===== src/sv/utl1_pkg.sv =====
// Shared types, register indexes and decode tables for the UTF to Latin-1 converter.
package utl1_pkg;

    // input encoding register codes
    typedef enum logic [1:0] {
        ENC_UTF8  = 2'd0,
        ENC_UTF16 = 2'd1,
        ENC_UTF32 = 2'd2
    } t_enc;

    // configuration register indexes
    typedef enum logic [1:0] {
        CFG_ENCODING      = 2'd0,
        CFG_LIMIT_ENABLED = 2'd1,
        CFG_CHAR_LIMIT    = 2'd2
    } t_cfg_idx;

    localparam logic [7:0]  REPLACEMENT_CHAR = 8'h3F;   // '?'
    localparam logic [7:0]  LATIN1_MAX       = 8'hFF;
    localparam logic [15:0] CHAR_COUNT_MAX   = 16'hFFFF;
    localparam logic [15:0] HI_SURR_FIRST    = 16'hD800;
    localparam logic [15:0] HI_SURR_LAST     = 16'hDBFF;

    // Number of trailing bytes announced by a UTF-8 lead byte.
    function automatic logic [2:0] utf8_trail_count(input logic [7:0] b);
        logic [2:0] n;
        begin
            priority if (b >= 8'hFC) n = 3'd5;
            else if (b >= 8'hF8) n = 3'd4;
            else if (b >= 8'hF0) n = 3'd3;
            else if (b >= 8'hE0) n = 3'd2;
            else if (b >= 8'hC0) n = 3'd1;
            else n = 3'd0;
            return n;
        end
    endfunction

    // Offset removed from the shifted byte sum for a given trailing count.
    function automatic logic [31:0] utf8_offset(input logic [2:0] len);
        logic [31:0] off;
        begin
            unique case (len)
                3'd1:    off = 32'h0000_3080;
                3'd2:    off = 32'h000E_2080;
                3'd3:    off = 32'h03C8_2080;
                3'd4:    off = 32'hFA08_2080;
                3'd5:    off = 32'h8208_2080;
                default: off = 32'h0000_0000;
            endcase
            return off;
        end
    endfunction

endpackage


===== src/sv/utf_to_latin1_converter.sv =====
// Top level of the UTF-8/16/32 to Latin-1 character converter.
//
//  channel | direction | handshake                  | payload
//  --------+-----------+----------------------------+------------------------------------
//  in      | sink      | i_in_valid / o_in_ready    | i_code_unit[31:0]
//  out     | source    | o_out_valid / i_out_ready  | o_out_char, o_is_last, o_char_count
//  cfg     | sink      | i_cfg_valid / o_cfg_ready  | i_cfg_index[1:0], i_cfg_data[15:0]
//
// One code unit is taken every cycle while the output does not stall; a decoded character
// passes from its last code unit through the input register, then the result register.
// A single decode pass lies between the two registers.
// Reset clears the decode state, the count, both valid flags and the configuration registers.
// A stalled output holds its word; the input register then fills and o_in_ready drops.
// The configuration port is always ready.
module utf_to_latin1_converter
    import utl1_pkg::*;
#(
    parameter int COUNT_BITS = 16
) (
    input  logic        i_clk,
    input  logic        i_rst_n,

    input  logic        i_in_valid,
    output logic        o_in_ready,
    input  logic [31:0] i_code_unit,

    output logic        o_out_valid,
    input  logic        i_out_ready,
    output logic [7:0]  o_out_char,
    output logic        o_is_last,
    output logic [15:0] o_char_count,

    input  logic        i_cfg_valid,
    output logic        o_cfg_ready,
    input  logic [1:0]  i_cfg_index,
    input  logic [15:0] i_cfg_data
);

    // compare width wide enough for both the count and the 16-bit limit
    localparam int CmpW = (COUNT_BITS > 16) ? COUNT_BITS : 16;

    // configuration registers
    t_enc             r_enc;
    logic             r_lim_en;
    logic [15:0]      r_lim;

    // input register
    logic             r_in_vld;
    logic [31:0]      r_unit;

    // decode state
    logic [2:0]       r_trail,   n_trail;
    logic [2:0]       r_seq,     n_seq;
    logic [31:0]      r_acc,     n_acc;
    logic             r_skip,    n_skip;
    logic [COUNT_BITS-1:0] r_cnt, n_cnt;

    // result register
    logic             r_out_vld;
    logic [7:0]       r_char,    n_char;
    logic             r_last,    n_last;
    logic [15:0]      r_count,   n_count;

    logic             w_go;
    logic             w_emit;
    logic [31:0]      w_cp;
    logic [7:0]       w_byte;
    logic [2:0]       w_lead_n;
    logic [31:0]      w_sum;
    logic [2:0]       w_trail_dec;
    logic [COUNT_BITS-1:0] w_cnt_inc;
    logic [CmpW-1:0]  w_cnt_ext;
    logic [CmpW-1:0]  w_lim_ext;
    logic [15:0]      w_lim_eff;
    logic             w_cfg_wr;

    // advance the input register into the decode pass when the result slot frees up
    assign w_go        = r_in_vld && (!r_out_vld || i_out_ready);
    assign o_in_ready  = !r_in_vld || w_go;
    assign o_cfg_ready = 1'b1;
    assign w_cfg_wr    = i_cfg_valid;

    assign o_out_valid  = r_out_vld;
    assign o_out_char   = r_char;
    assign o_is_last    = r_last;
    assign o_char_count = r_count;

    // UTF-8 pieces
    assign w_byte      = r_unit[7:0];
    assign w_lead_n    = utf8_trail_count(w_byte);
    assign w_sum       = r_acc + {24'd0, w_byte};
    assign w_trail_dec = r_trail - 3'd1;

    // limit of zero acts as a limit of one
    assign w_lim_eff = (r_lim == 16'd0) ? 16'd1 : r_lim;
    assign w_cnt_inc = (r_cnt == {COUNT_BITS{1'b1}}) ? r_cnt : r_cnt + COUNT_BITS'(1);
    assign w_cnt_ext = CmpW'(w_cnt_inc);
    assign w_lim_ext = CmpW'(w_lim_eff);

    // decode pass: code point selection, state update, then the character emit
    always_comb begin
        n_trail = r_trail;
        n_seq   = r_seq;
        n_acc   = r_acc;
        n_skip  = r_skip;
        n_cnt   = r_cnt;
        w_emit  = 1'b0;
        w_cp    = 32'd0;
        n_char  = r_char;
        n_last  = r_last;
        n_count = r_count;

        unique case (r_enc)
            ENC_UTF8: begin
                if (r_trail == 3'd0) begin
                    if (w_lead_n == 3'd0) begin
                        w_emit = 1'b1;
                        w_cp   = {24'd0, w_byte};
                    end else begin
                        n_acc   = {18'd0, w_byte, 6'd0};
                        n_trail = w_lead_n;
                        n_seq   = w_lead_n;
                    end
                end else begin
                    n_trail = w_trail_dec;
                    if (w_trail_dec != 3'd0) begin
                        n_acc = w_sum << 6;
                    end else begin
                        w_emit = 1'b1;
                        w_cp   = w_sum - utf8_offset(r_seq);
                        n_acc  = 32'd0;
                        n_seq  = 3'd0;
                    end
                end
            end
            ENC_UTF16: begin
                if (r_skip) begin
                    // drop the unit after a high surrogate
                    n_skip = 1'b0;
                end else begin
                    w_emit = 1'b1;
                    w_cp   = {16'd0, r_unit[15:0]};
                    if (r_unit[15:0] >= HI_SURR_FIRST && r_unit[15:0] <= HI_SURR_LAST) begin
                        n_skip = 1'b1;
                    end
                end
            end
            ENC_UTF32: begin
                w_emit = 1'b1;
                w_cp   = r_unit;
            end
            default: begin
                // unused encoding: drop the unit, keep state
            end
        endcase

        if (w_emit) begin
            n_char = (w_cp > {24'd0, LATIN1_MAX}) ? REPLACEMENT_CHAR : w_cp[7:0];
            if (n_char == 8'd0) begin
                n_last  = 1'b1;
                n_count = (CmpW'(r_cnt) > CmpW'(CHAR_COUNT_MAX)) ? CHAR_COUNT_MAX
                                                                  : 16'(CmpW'(r_cnt));
            end else begin
                n_cnt   = w_cnt_inc;
                n_last  = r_lim_en && (w_cnt_ext >= w_lim_ext);
                n_count = (w_cnt_ext > CmpW'(CHAR_COUNT_MAX)) ? CHAR_COUNT_MAX
                                                               : w_cnt_ext[15:0];
            end
            // end of string: return to the idle decode state
            if (n_last) begin
                n_trail = 3'd0;
                n_seq   = 3'd0;
                n_acc   = 32'd0;
                n_skip  = 1'b0;
                n_cnt   = '0;
            end
        end
    end

    // configuration registers
    always_ff @(posedge i_clk) begin
        if (!i_rst_n) begin
            r_enc    <= ENC_UTF8;
            r_lim_en <= 1'b0;
            r_lim    <= 16'd0;
        end else if (w_cfg_wr) begin
            unique case (t_cfg_idx'(i_cfg_index))
                CFG_ENCODING:      r_enc    <= t_enc'(i_cfg_data[1:0]);
                CFG_LIMIT_ENABLED: r_lim_en <= i_cfg_data[0];
                CFG_CHAR_LIMIT:    r_lim    <= i_cfg_data;
                default: begin
                    // index outside the register list: drop the write
                end
            endcase
        end
    end

    // input register
    always_ff @(posedge i_clk) begin
        if (!i_rst_n) begin
            r_in_vld <= 1'b0;
        end else if (o_in_ready) begin
            r_in_vld <= i_in_valid;
        end
    end

    always_ff @(posedge i_clk) begin
        if (o_in_ready && i_in_valid) begin
            r_unit <= i_code_unit;
        end
    end

    // decode state; an encoding write clears any pending sequence
    always_ff @(posedge i_clk) begin
        if (!i_rst_n) begin
            r_trail <= 3'd0;
            r_seq   <= 3'd0;
            r_acc   <= 32'd0;
            r_skip  <= 1'b0;
            r_cnt   <= '0;
        end else if (w_cfg_wr && t_cfg_idx'(i_cfg_index) == CFG_ENCODING) begin
            r_trail <= 3'd0;
            r_seq   <= 3'd0;
            r_acc   <= 32'd0;
            r_skip  <= 1'b0;
        end else if (w_go) begin
            r_trail <= n_trail;
            r_seq   <= n_seq;
            r_acc   <= n_acc;
            r_skip  <= n_skip;
            r_cnt   <= n_cnt;
        end
    end

    // result register
    always_ff @(posedge i_clk) begin
        if (!i_rst_n) begin
            r_out_vld <= 1'b0;
        end else if (w_go) begin
            r_out_vld <= w_emit;
        end else if (i_out_ready) begin
            r_out_vld <= 1'b0;
        end
    end

    always_ff @(posedge i_clk) begin
        if (w_go && w_emit) begin
            r_char  <= n_char;
            r_last  <= n_last;
            r_count <= n_count;
        end
    end

endmodule


===== config.mk =====
export PLATFORM = sky130hd
export DESIGN_NAME = utf_to_latin1_converter
export DESIGN_NICKNAME = d
export VERILOG_FILES = /design/src/sv/utl1_pkg.sv /design/src/sv/utf_to_latin1_converter.sv
export SDC_FILE = /design/constraint.sdc
export NUM_CORES = 1
export LEC_CHECK = 0
export ABC_CLOCK_PERIOD_IN_PS = 5900
export BUFFER_PORTS_ARGS = -buffer_cell sky130_fd_sc_hd__buf_2
export CAP_MARGIN = 10
export CORE_MARGIN = 2
export CORE_UTILIZATION = 50
export CTS_CLUSTER_SIZE = 40
export DETAILED_ROUTE_END_ITERATION = 10
export GPL_TIMING_DRIVEN = 0
export PLACE_DENSITY = 0.73
export SETUP_SLACK_MARGIN = 0.5
export SYNTH_ARGS = -nofsm -noshare
export SYNTH_HDL_FRONTEND = slang
export SYNTH_SLANG_ARGS = --single-unit
export TNS_END_PERCENT = 10

===== constraint.sdc =====
create_clock -name i_clk -period 5.9 [get_ports i_clk]
set_input_delay 0.59 -clock i_clk [delete_from_list [all_inputs] [get_ports i_clk]]
set_output_delay 0.59 -clock i_clk [all_outputs]
set_load 0.05 [all_outputs]

After elaboration in Yosys (flattened, before gate mapping):

Index checks and enable logic that the tools add are counted.

* add/sub/neg operators: 4
* order comparisons: 11
* eq/ne operators: 11
* mux-type cells: 53
* bitwise gates (word level): 2
* reduce and logical (&&, ||, !) cells: 24

Operators by type and width (count)
* 32-bit 2-to-1 mux: 11
* 32-bit one-hot mux with 5 select lines: 1
* 16-bit 2-to-1 mux: 8
* 32-bit one-hot mux with 3 select lines: 1
* 8-bit greater-or-equal comparator (second input constant): 5
* 3-bit 2-to-1 mux: 13
* 32-bit by 8-bit adder with 32-bit output: 1
* 16-bit greater-than comparator (second input constant): 2
* 32-bit by 8-bit greater-than comparator with 1-bit output (second input constant): 1
* 32-bit subtractor: 1
* 16-bit by 1-bit adder with 16-bit output (second input constant): 1
* 16-bit == test (second input constant): 1
* 16-bit greater-or-equal comparator: 1
* 16-bit greater-or-equal comparator (second input constant): 1
* 16-bit <= comparator (second input constant): 1
* 16-bit logical NOT: 1
* 8-bit 2-to-1 mux: 2
* 1-bit 2-to-1 mux: 14
* 8-bit logical NOT: 1
* 2-bit AND reduction: 4
* 3-bit by 2-bit == test with 1-bit output (second input constant): 2
* 3-bit == test (second input constant): 2
* 1-bit logical AND: 6
* 3-bit logical NOT: 2
* 15 further kinds: 22

* bits in registers: 133
* input bits: 55
* word-level logic and storage cells: 119

Longest topological paths before layout:

Gate-level depths: netlist (run 1).

* depth after elaboration: 17
* gate-level depth with buffers: 26
* mapped depth without buffers: 23

Least setup slack after synthesis (run 1):

OpenSTA, ideal clock, no wires.

* kind: reg2reg
* from: register r_unit[0]
* to: register r_count[0] (netlist: o_char_count[0]), data pin
* setup time: 262 ps
* arrival time: 5385 ps
* required time: 5638 ps
* setup slack: 253 ps
* cell stages (with the launch flop): 25
* path buffers: 3
* clock period less this slack: 5647 ps
* path through: edfxtp_1 -> ha_1 -> inv_1 -> fa_1 -> nand2b_1 -> a21oi_1 -> o21ai_0 -> nor2_1 -> nand2_1 -> xnor2_1 -> ha_1 -> clkbuf_1 -> and3_1 -> nand2_1 -> or3b_2 -> a2111oi_0 -> o31ai_1 -> a21oi_1 -> a311oi_1 -> or4_1 -> buf_2 -> a21bo_1 -> clkbuf_1 -> and2_1 -> xor2_1

* word-level cells in the longest chain between the ends: 14
* elaborated cells on any way between the ends: 22
* those cells by class: 2 x add/sub; 6 x order compare; 12 x mux; 2 x reduce/logical

Ends and longest elaborated chain
* from (decl): line utf_to_latin1_converter.sv:49 `logic [31:0] r_unit;`
* from (signal assigned): line utf_to_latin1_converter.sv:209 `r_unit <= i_code_unit;`
* branches (longest 9 deep; another with 32-bit by 8-bit adder with 32-bit output)
* 32-bit one-hot mux with 3 select lines *: line utf_to_latin1_converter.sv:113 `unique case (r_enc)`
* 32-bit by 8-bit greater-than comparator with 1-bit output: line utf_to_latin1_converter.sv:158 `n_char = (w_cp > {24'd0, LATIN1_MAX}) ? REPLACEMENT_CHAR : w_cp[7:0];`
* 8-bit 2-to-1 mux *: line utf_to_latin1_converter.sv:158
* 8-bit logical NOT *: line utf_to_latin1_converter.sv:159 `if (n_char == 8'd0) begin`
* 16-bit 2-to-1 mux *: line utf_to_latin1_converter.sv:159
* to (signal assigned): line utf_to_latin1_converter.sv:250 `r_count <= n_count;`
* to (decl): line utf_to_latin1_converter.sv:62 `logic [15:0] r_count, n_count;`

Every way passes the cells marked *.
A chain may end at the register's enable or synchronous reset.

Worst setup path in the final report (run 1):

* from: register r_unit[5]
* to: register r_acc[9]

* word-level cells in the longest chain between the ends: 17
* elaborated cells on any way between the ends: 31
* those cells by class: 2 x add/sub; 6 x order compare; 21 x mux; 2 x reduce/logical

Ends and longest elaborated chain
* branches (longest 16 deep; another with 32-bit by 8-bit adder with 32-bit output)
* 32-bit 2-to-1 mux *: line utf_to_latin1_converter.sv:157 `if (w_emit) begin`
* to (signal assigned): line utf_to_latin1_converter.sv:229 `r_acc <= n_acc;`
* to (decl): line utf_to_latin1_converter.sv:54 `logic [31:0] r_acc, n_acc;`

Every way passes the cells marked *. The select of a mux whose other input is x is not followed.

==> impl_metrics.env, run 1 <==
export IMPL_skew_ps=12.27
export IMPL_fmax_mhz=173.3
export IMPL_first_global_vias=7468
export IMPL_crit_path_end_kind="flop"
export IMPL_die_w_um=134.1
export IMPL_cts_made_buffers=17
export IMPL_clock_latency_ps=430
export IMPL_numPlacedInstances=1232
export IMPL_hold_viol=0
export IMPL_detail_route_antenna_nets=0
export IMPL_cts_root_buf="clkbuf_16"
export IMPL_met2_usage_pct=42.22
export IMPL_worst_pin_slew_ps=1043
export IMPL_ioPinCount=83
export IMPL_gp_congestion=0.9436
export IMPL_clk_pin_slew_ps=60
export IMPL_fin_cells=1299
export IMPL_ir_drop_v=0.0002056
export IMPL_synthDistinctLibCells=80
export IMPL_synth_area_per_cell_sq_um=9.081
export IMPL_hold_path_class="primary input to flop"
export IMPL_powerDensity_mw_per_mm2=241.5
export IMPL_post_route_min_period_ps=5772
export IMPL_antenna_found_initial=0
export IMPL_grt_overflow=0
export IMPL_nNetsFinal=1165
export IMPL_insertedDiodeCount=0
export IMPL_post_synth_inst_count=932
export IMPL_drc_errors=0
export IMPL_start_util_pct=51.03
export IMPL_ys_flop_type="dfxtp_1"
export IMPL_critPathLaunchType="flop"
export IMPL_use_met3_pct=5.442
export IMPL_arrival_ps=6080
export IMPL_row_count=47
export IMPL_grt_max_degree=33
export IMPL_ys_ff_latch=133
export IMPL_wl_um=23610
export IMPL_maxCapViolations=0
export IMPL_cts_tree="done"
export IMPL_synth_area_leaders="edfxtp_1, dfxtp_1, ha_1"
export IMPL_finish_instance_area_sq_mm=0.01045
export IMPL_syn_area_sq_mm=0.008463
export IMPL_status="completed"
export IMPL_cp_max_fo=10
export IMPL_cts_path_max_buffers=2
export IMPL_synth_fp_nets=1031
export IMPL_synthArstFlopShare_pct=0
export IMPL_synth_common_cells="nand2_1, dfxtp_1, nor2_1"
export IMPL_dr_pass1_iters=5
export IMPL_relSlewSlack_pct=29.87
export IMPL_drt_iter0_markers=728
export IMPL_cp_data_required_time_ps=6210
export IMPL_die_area_sq_mm=0.01798
export IMPL_dp_hpwl_um=16950
export IMPL_synth_edff_count=57
export IMPL_drv_slew=0
export IMPL_yosysSeqAreaShare_pct=38.20
export IMPL_period_share_pct=97.82
export IMPL_hold_ws_ps=328.7
export IMPL_synth_top_area_share_pct=20.22
export IMPL_final_setup_viol_count=0
export IMPL_grt_pass1_wl_um=37770
export IMPL_drive_gt1_share_pct=22.24
export IMPL_synth_most_common_cell="nand2_1"
export IMPL_yosys_warnings=0
export IMPL_busiest_layer="met2"
export IMPL_portBuffers=80
export IMPL_placed_cell_area_sq_mm=0.009156
export IMPL_p_leak_uw=0.004290
export IMPL_use_met1_pct=35.64
export IMPL_htreeDepth=4
export IMPL_wire_per_inst_um=18.17
export IMPL_critical_path_class="flop to flop"
export IMPL_coreArea_sq_mm=0.01658
export IMPL_cts_sinks=133
export IMPL_rsz0062_at_grt="yes"
export IMPL_area_delta_synth_final_pct=23.51
export IMPL_synth_top_area_cell="edfxtp_1"
export IMPL_grt_use_total_pct=26.44
export IMPL_vias=7883
export IMPL_die_h_um=134.1
export IMPL_via_per_inst=6.069
==> report_power, final <==
group	leakage, uW	switching [uW]	internal (uW)
registers	0.00117	18.1	995
clock network	0.000302	445	679
logic	0.00282	232	156
==> repair_timing <==
action | in CTS | in global routing
pin swaps | 20 | 13
resized for setup | 67 | 12
endpoints found under the setup margin | 80 | 79
cloned | 1 | 0
hold buffers | 0 | 0
buffers inserted | 25 | 9
==> metal layers <==
metal | part of all wire, % | routed length, um | up-vias
li1 | - | - | 3765
met1 | 45 | 10530 | 3729
met2 | 46 | 10880 | 339
met3 | 6.7 | 1572 | 50
met4 | 2.6 | 622 | 0
met5 | 0 | 0 | -
==> area by class of cell <==
class                           instances  area, sq um
Tap cell                              220        275.3
Inverter                               40        150.1
Clock buffer                           18        429.2
Sequential cell                       133         3234
Buffer                                 40        225.2
Multi-Input combinational cell        719         5286
Clock inverter                         14        188.9
Fill cell                            1368         6131
Timing Repair Buffer                  115        663.1
==> layout by cell type (no fill, tap or decap), types with 14 or more instances in the layout <==
cell,Yosys,routed
buf_2,9,88
a21o_1,21,19
nor4_1,16,15
clkbuf_16,0,17
inv_1,40,39
ha_1,43,30
o21ai_0,34,33
a22o_1,16,16
edfxtp_1,57,57
nand2_1,102,102
a21boi_0,20,20
nand3_1,30,28
and3_1,25,24
a21oi_1,44,41
buf_4,1,35
nand2b_1,15,14
nand4_1,14,14
xnor2_1,39,36
nor2_1,63,58
xor2_1,22,21
clkbuf_1,27,25
a32o_1,21,21
dfxtp_1,76,75
==> cell families after synthesis <==
| group | count (synthesis) | synth area share [%] |
|---|---|---|
| compound gates | 257 | 22.46 |
| other cells | 1 | 0.04431 |
| buf+inv | 80 | 3.992 |
| fa+ha+maj | 44 | 6.594 |
| mux | 15 | 1.922 |
| simple gates | 341 | 20.48 |
| xor+xnor | 61 | 6.313 |
| flops | 133 | 38.20 |
==> state kept, by name (all words and copies together) (netlist names), 2 cells and up <==
register / count
r_cnt: 16
o_out_char: 8
r_acc: 32
r_trail: 3
r_enc: 2
r_lim: 16
r_seq: 3
r_unit: 32
o_char_count: 16
==> worst max-delay path, cell delays in order (launching register included) <==
cell and delay, ps:
edfxtp_1 410, ha_2 350, a21oi_1 280, nand2_1 180, o21ai_2 230, xnor2_1 190
ha_1 320, o21ai_0 370, and2_1 290, o311ai_0 250, a21oi_1 420, nor2_1 110
xnor2_1 160, or4_1 500, or4_1 530, buf_6 160, a21o_1 190, a21o_1 180
buf_6 140, buf_8 140, a32o_1 260
==> per-stage QoR <==
stage / total power, uW / TNS [ps] / utilization, % / setup slack, ps
floorplan: 1270 / 0 / - / 503.5
global placement: 1368 / -26960 / 55.18 / -502.8
detailed placement: 1370 / -28600 / 55.21 / -506.7
CTS: 2523 / 0 / 62.12 / 391.2
global route: 2609 / -376.7 / 63.03 / -41.45
finish: 2525 / 0 / 63.03 / 128.3
==> worst paths after layout <==
path | from | endpoint | slack, ps | depth (start not counted)
worst min-delay path | i_code_unit[23] | r_unit[23] | 330 | 1
worst min register to register | r_trail[1] | r_trail[1] | 480 | 2
worst max-delay path | r_unit[5] | r_acc[9] | 130 | 20
worst max register to register | r_unit[5] | r_acc[9] | 130 | 20
(Power assumes the default switching activity.)
==> run 2, diff against run 1 <==
--- a/config.mk
+++ b/config.mk
@@ -7,13 +7,13 @@
 export LEC_CHECK = 0
 export ABC_CLOCK_PERIOD_IN_PS = 5900
 export BUFFER_PORTS_ARGS = -buffer_cell sky130_fd_sc_hd__buf_2
-export CAP_MARGIN = 10
+export CAP_MARGIN = 20
 export CORE_MARGIN = 2
-export CORE_UTILIZATION = 50
+export CORE_UTILIZATION = 30
 export CTS_CLUSTER_SIZE = 40
 export DETAILED_ROUTE_END_ITERATION = 10
 export GPL_TIMING_DRIVEN = 0
-export PLACE_DENSITY = 0.73
+export PLACE_DENSITY = 0.49
 export SETUP_SLACK_MARGIN = 0.5
 export SYNTH_ARGS = -nofsm -noshare
 export SYNTH_HDL_FRONTEND = slang
==> constraint.sdc (replaced) <==
create_clock -name i_clk -period 5.9 [get_ports i_clk]
set_input_delay 1.18 -clock i_clk [delete_from_list [all_inputs] [get_ports i_clk]]
set_output_delay 1.18 -clock i_clk [all_outputs]
set_load 0.05 [all_outputs]
==> impl_metrics.env, run 2 (synthesis results as in run 1) <==
export IMPL_worstSetupEndpoint="r_acc[26]"
export IMPL_die_w_um=172.0
export IMPL_finish_instance_area_sq_mm=0.01083
export IMPL_status="completed"
export IMPL_cp_max_fo=10
export IMPL_clk_pin_slew_ps=70
export IMPL_numPlacedInstances=1392
export IMPL_relSlewSlack_pct=51.21
export IMPL_coreArea_sq_mm=0.02778
export IMPL_drt_iter0_markers=653
export IMPL_powerDensity_mw_per_mm2=234.1
export IMPL_post_route_min_period_ps=5696
export IMPL_reg2reg_slack_ps=200
export IMPL_hold_path_cell_count=2
export IMPL_cts_path_max_buffers=2
export IMPL_rsz0062_at_grt="yes"
export IMPL_setup_ws_ps=203.5
export IMPL_die_area_sq_mm=0.02957
export IMPL_drive_gt1_share_pct=23.11
export IMPL_gp_congestion=0.8808
export IMPL_maxCapViolations=0
export IMPL_cp_startpoint="r_unit[7]"
export IMPL_final_setup_viol_count=0
export IMPL_drv_slew=0
export IMPL_htreeDepth=4
export IMPL_r2r_start="r_unit[7]"
export IMPL_nNetsFinal=1172
export IMPL_grt_overflow=0
export IMPL_mostFrequentLayoutCell="nand2_1"
export IMPL_ctsHoldBuffers=0
export IMPL_place_ws_ps=-701.4
export IMPL_cts_sinks=133
export IMPL_p_leak_uw=0.004346
export IMPL_clock_latency_ps=430
export IMPL_cts_made_buffers=17
export IMPL_critical_path_class="flop to flop"
export IMPL_portBuffers=80
export IMPL_cts_tree="done"
export IMPL_antenna_found_initial=0
export IMPL_arrival_ps=6010
export IMPL_worst_pin_slew_ps=731.9
export IMPL_area_delta_synth_final_pct=27.91
export IMPL_largest_registers="r_acc x32, r_unit x32"
export IMPL_final_cell_mix="nand2_1, buf_2, dfxtp_1, edfxtp_1, nor2_1"
export IMPL_fillers=2860
export IMPL_first_global_vias=7433
export IMPL_detail_route_antenna_nets=0
export IMPL_wl_um=26080
export IMPL_ioPinCount=83
export IMPL_grt_max_degree=27
export IMPL_grt_pass1_wl_um=40720
export IMPL_die_h_um=172.0
export IMPL_hold_ws_ps=475.8
export IMPL_period_share_pct=96.55
export IMPL_start_util_pct=30.46
export IMPL_crit_path_end_kind="flop"
export IMPL_critPathLaunchType="flop"
export IMPL_row_count=61
export IMPL_dr_pass1_iters=5
export IMPL_r2r_end="r_acc[26]"
export IMPL_wire_per_inst_um=17.81
export IMPL_hold_viol=0
export IMPL_fmax_mhz=175.5
export IMPL_cts_root_buf="clkbuf_16"
export IMPL_ir_drop_v=0.0001614
export IMPL_via_per_inst=5.269
export IMPL_placed_cell_area_sq_mm=0.009389
export IMPL_drc_errors=0
export IMPL_worst_r2r_path_depth=21
export IMPL_dp_hpwl_um=19230
export IMPL_insertedDiodeCount=0
export IMPL_fin_cells=1464
export IMPL_cp_data_required_time_ps=6210
export IMPL_skew_ps=17.10
export IMPL_hold_path_class="flop to flop"
export IMPL_vias=7714
export IMPL_grt_use_total_pct=17.76
run 2: area by class of cell:
cell class              count  area [sq um]  share of cell area, %
multi-input cells         719          5371                  49.62
flip-flops and latches    133          3233                  29.87
repair buffers            122         772.0                  7.131
well taps                 378         473.0                  4.369
clock buffers              18         450.4                  4.161
plain buffers              40         224.0                  2.069
clock inverters            14         151.4                  1.399
inverters                  40         150.1                  1.387
run 2: worst min path at each step:
stage               startpoint    endpoint
floorplan             r_lim[0]    r_lim[0]
global placement    r_trail[2]  r_trail[2]
detailed placement  r_trail[1]  r_trail[1]
CTS                 r_trail[1]  r_trail[1]
global route         r_lim[12]   r_lim[12]
finish              r_trail[1]  r_trail[1]
run 2: critical path, cell delays in order (launching register included):
cell and delay (ps):
edfxtp_1 460, ha_4 340, and3_1 240, o21a_1 240
a21o_4 170, nand3_2 150, xnor2_4 230, ha_4 250
or2_2 320, xor2_1 150, or4_1 560, a2111oi_4 250
nand4_1 190, o31ai_4 350, o311ai_4 160, or4_4 440
buf_6 140, a21o_1 180, a21o_1 190, buf_6 150
buf_6 140, a32o_1 250
run 2: timing repair:
item / 4_1_cts / 5_1_grt
buffers inserted: 29 / 8
setup endpoints to repair: 80 / 80
pin swaps: 21 / 14
cloned: 2 / 0
resized for setup: 74 / 21
run 2: layer usage:
layer / vias to the layer above / global-route usage (%) / routed length, um
li1: 3769 / - / -
met1: 3664 / 24.44 / 12210
met2: 237 / 28.20 / 11780
met3: 44 / 2.884 / 1328
met4: 0 / 6.248 / 756
met5: - / 0 / 0
run 2: where the power goes:
part           internal [uW]  leakage, uW  switching, uW  total [uW]
Combinational            174      0.00288            244         418
Clock                    594     0.000294            510        1100
Sequential               994      0.00117           18.8        1010
run 2: metrics by stage:
step	power, uW	TNS, ps	utilization (%)
floorplan	1270	0	-
global placement	1379	-45150	33.65
detailed placement	1381	-44440	33.80
CTS	2526	0	38.21
global route	2626	0	38.97
finish	2534	0	38.97
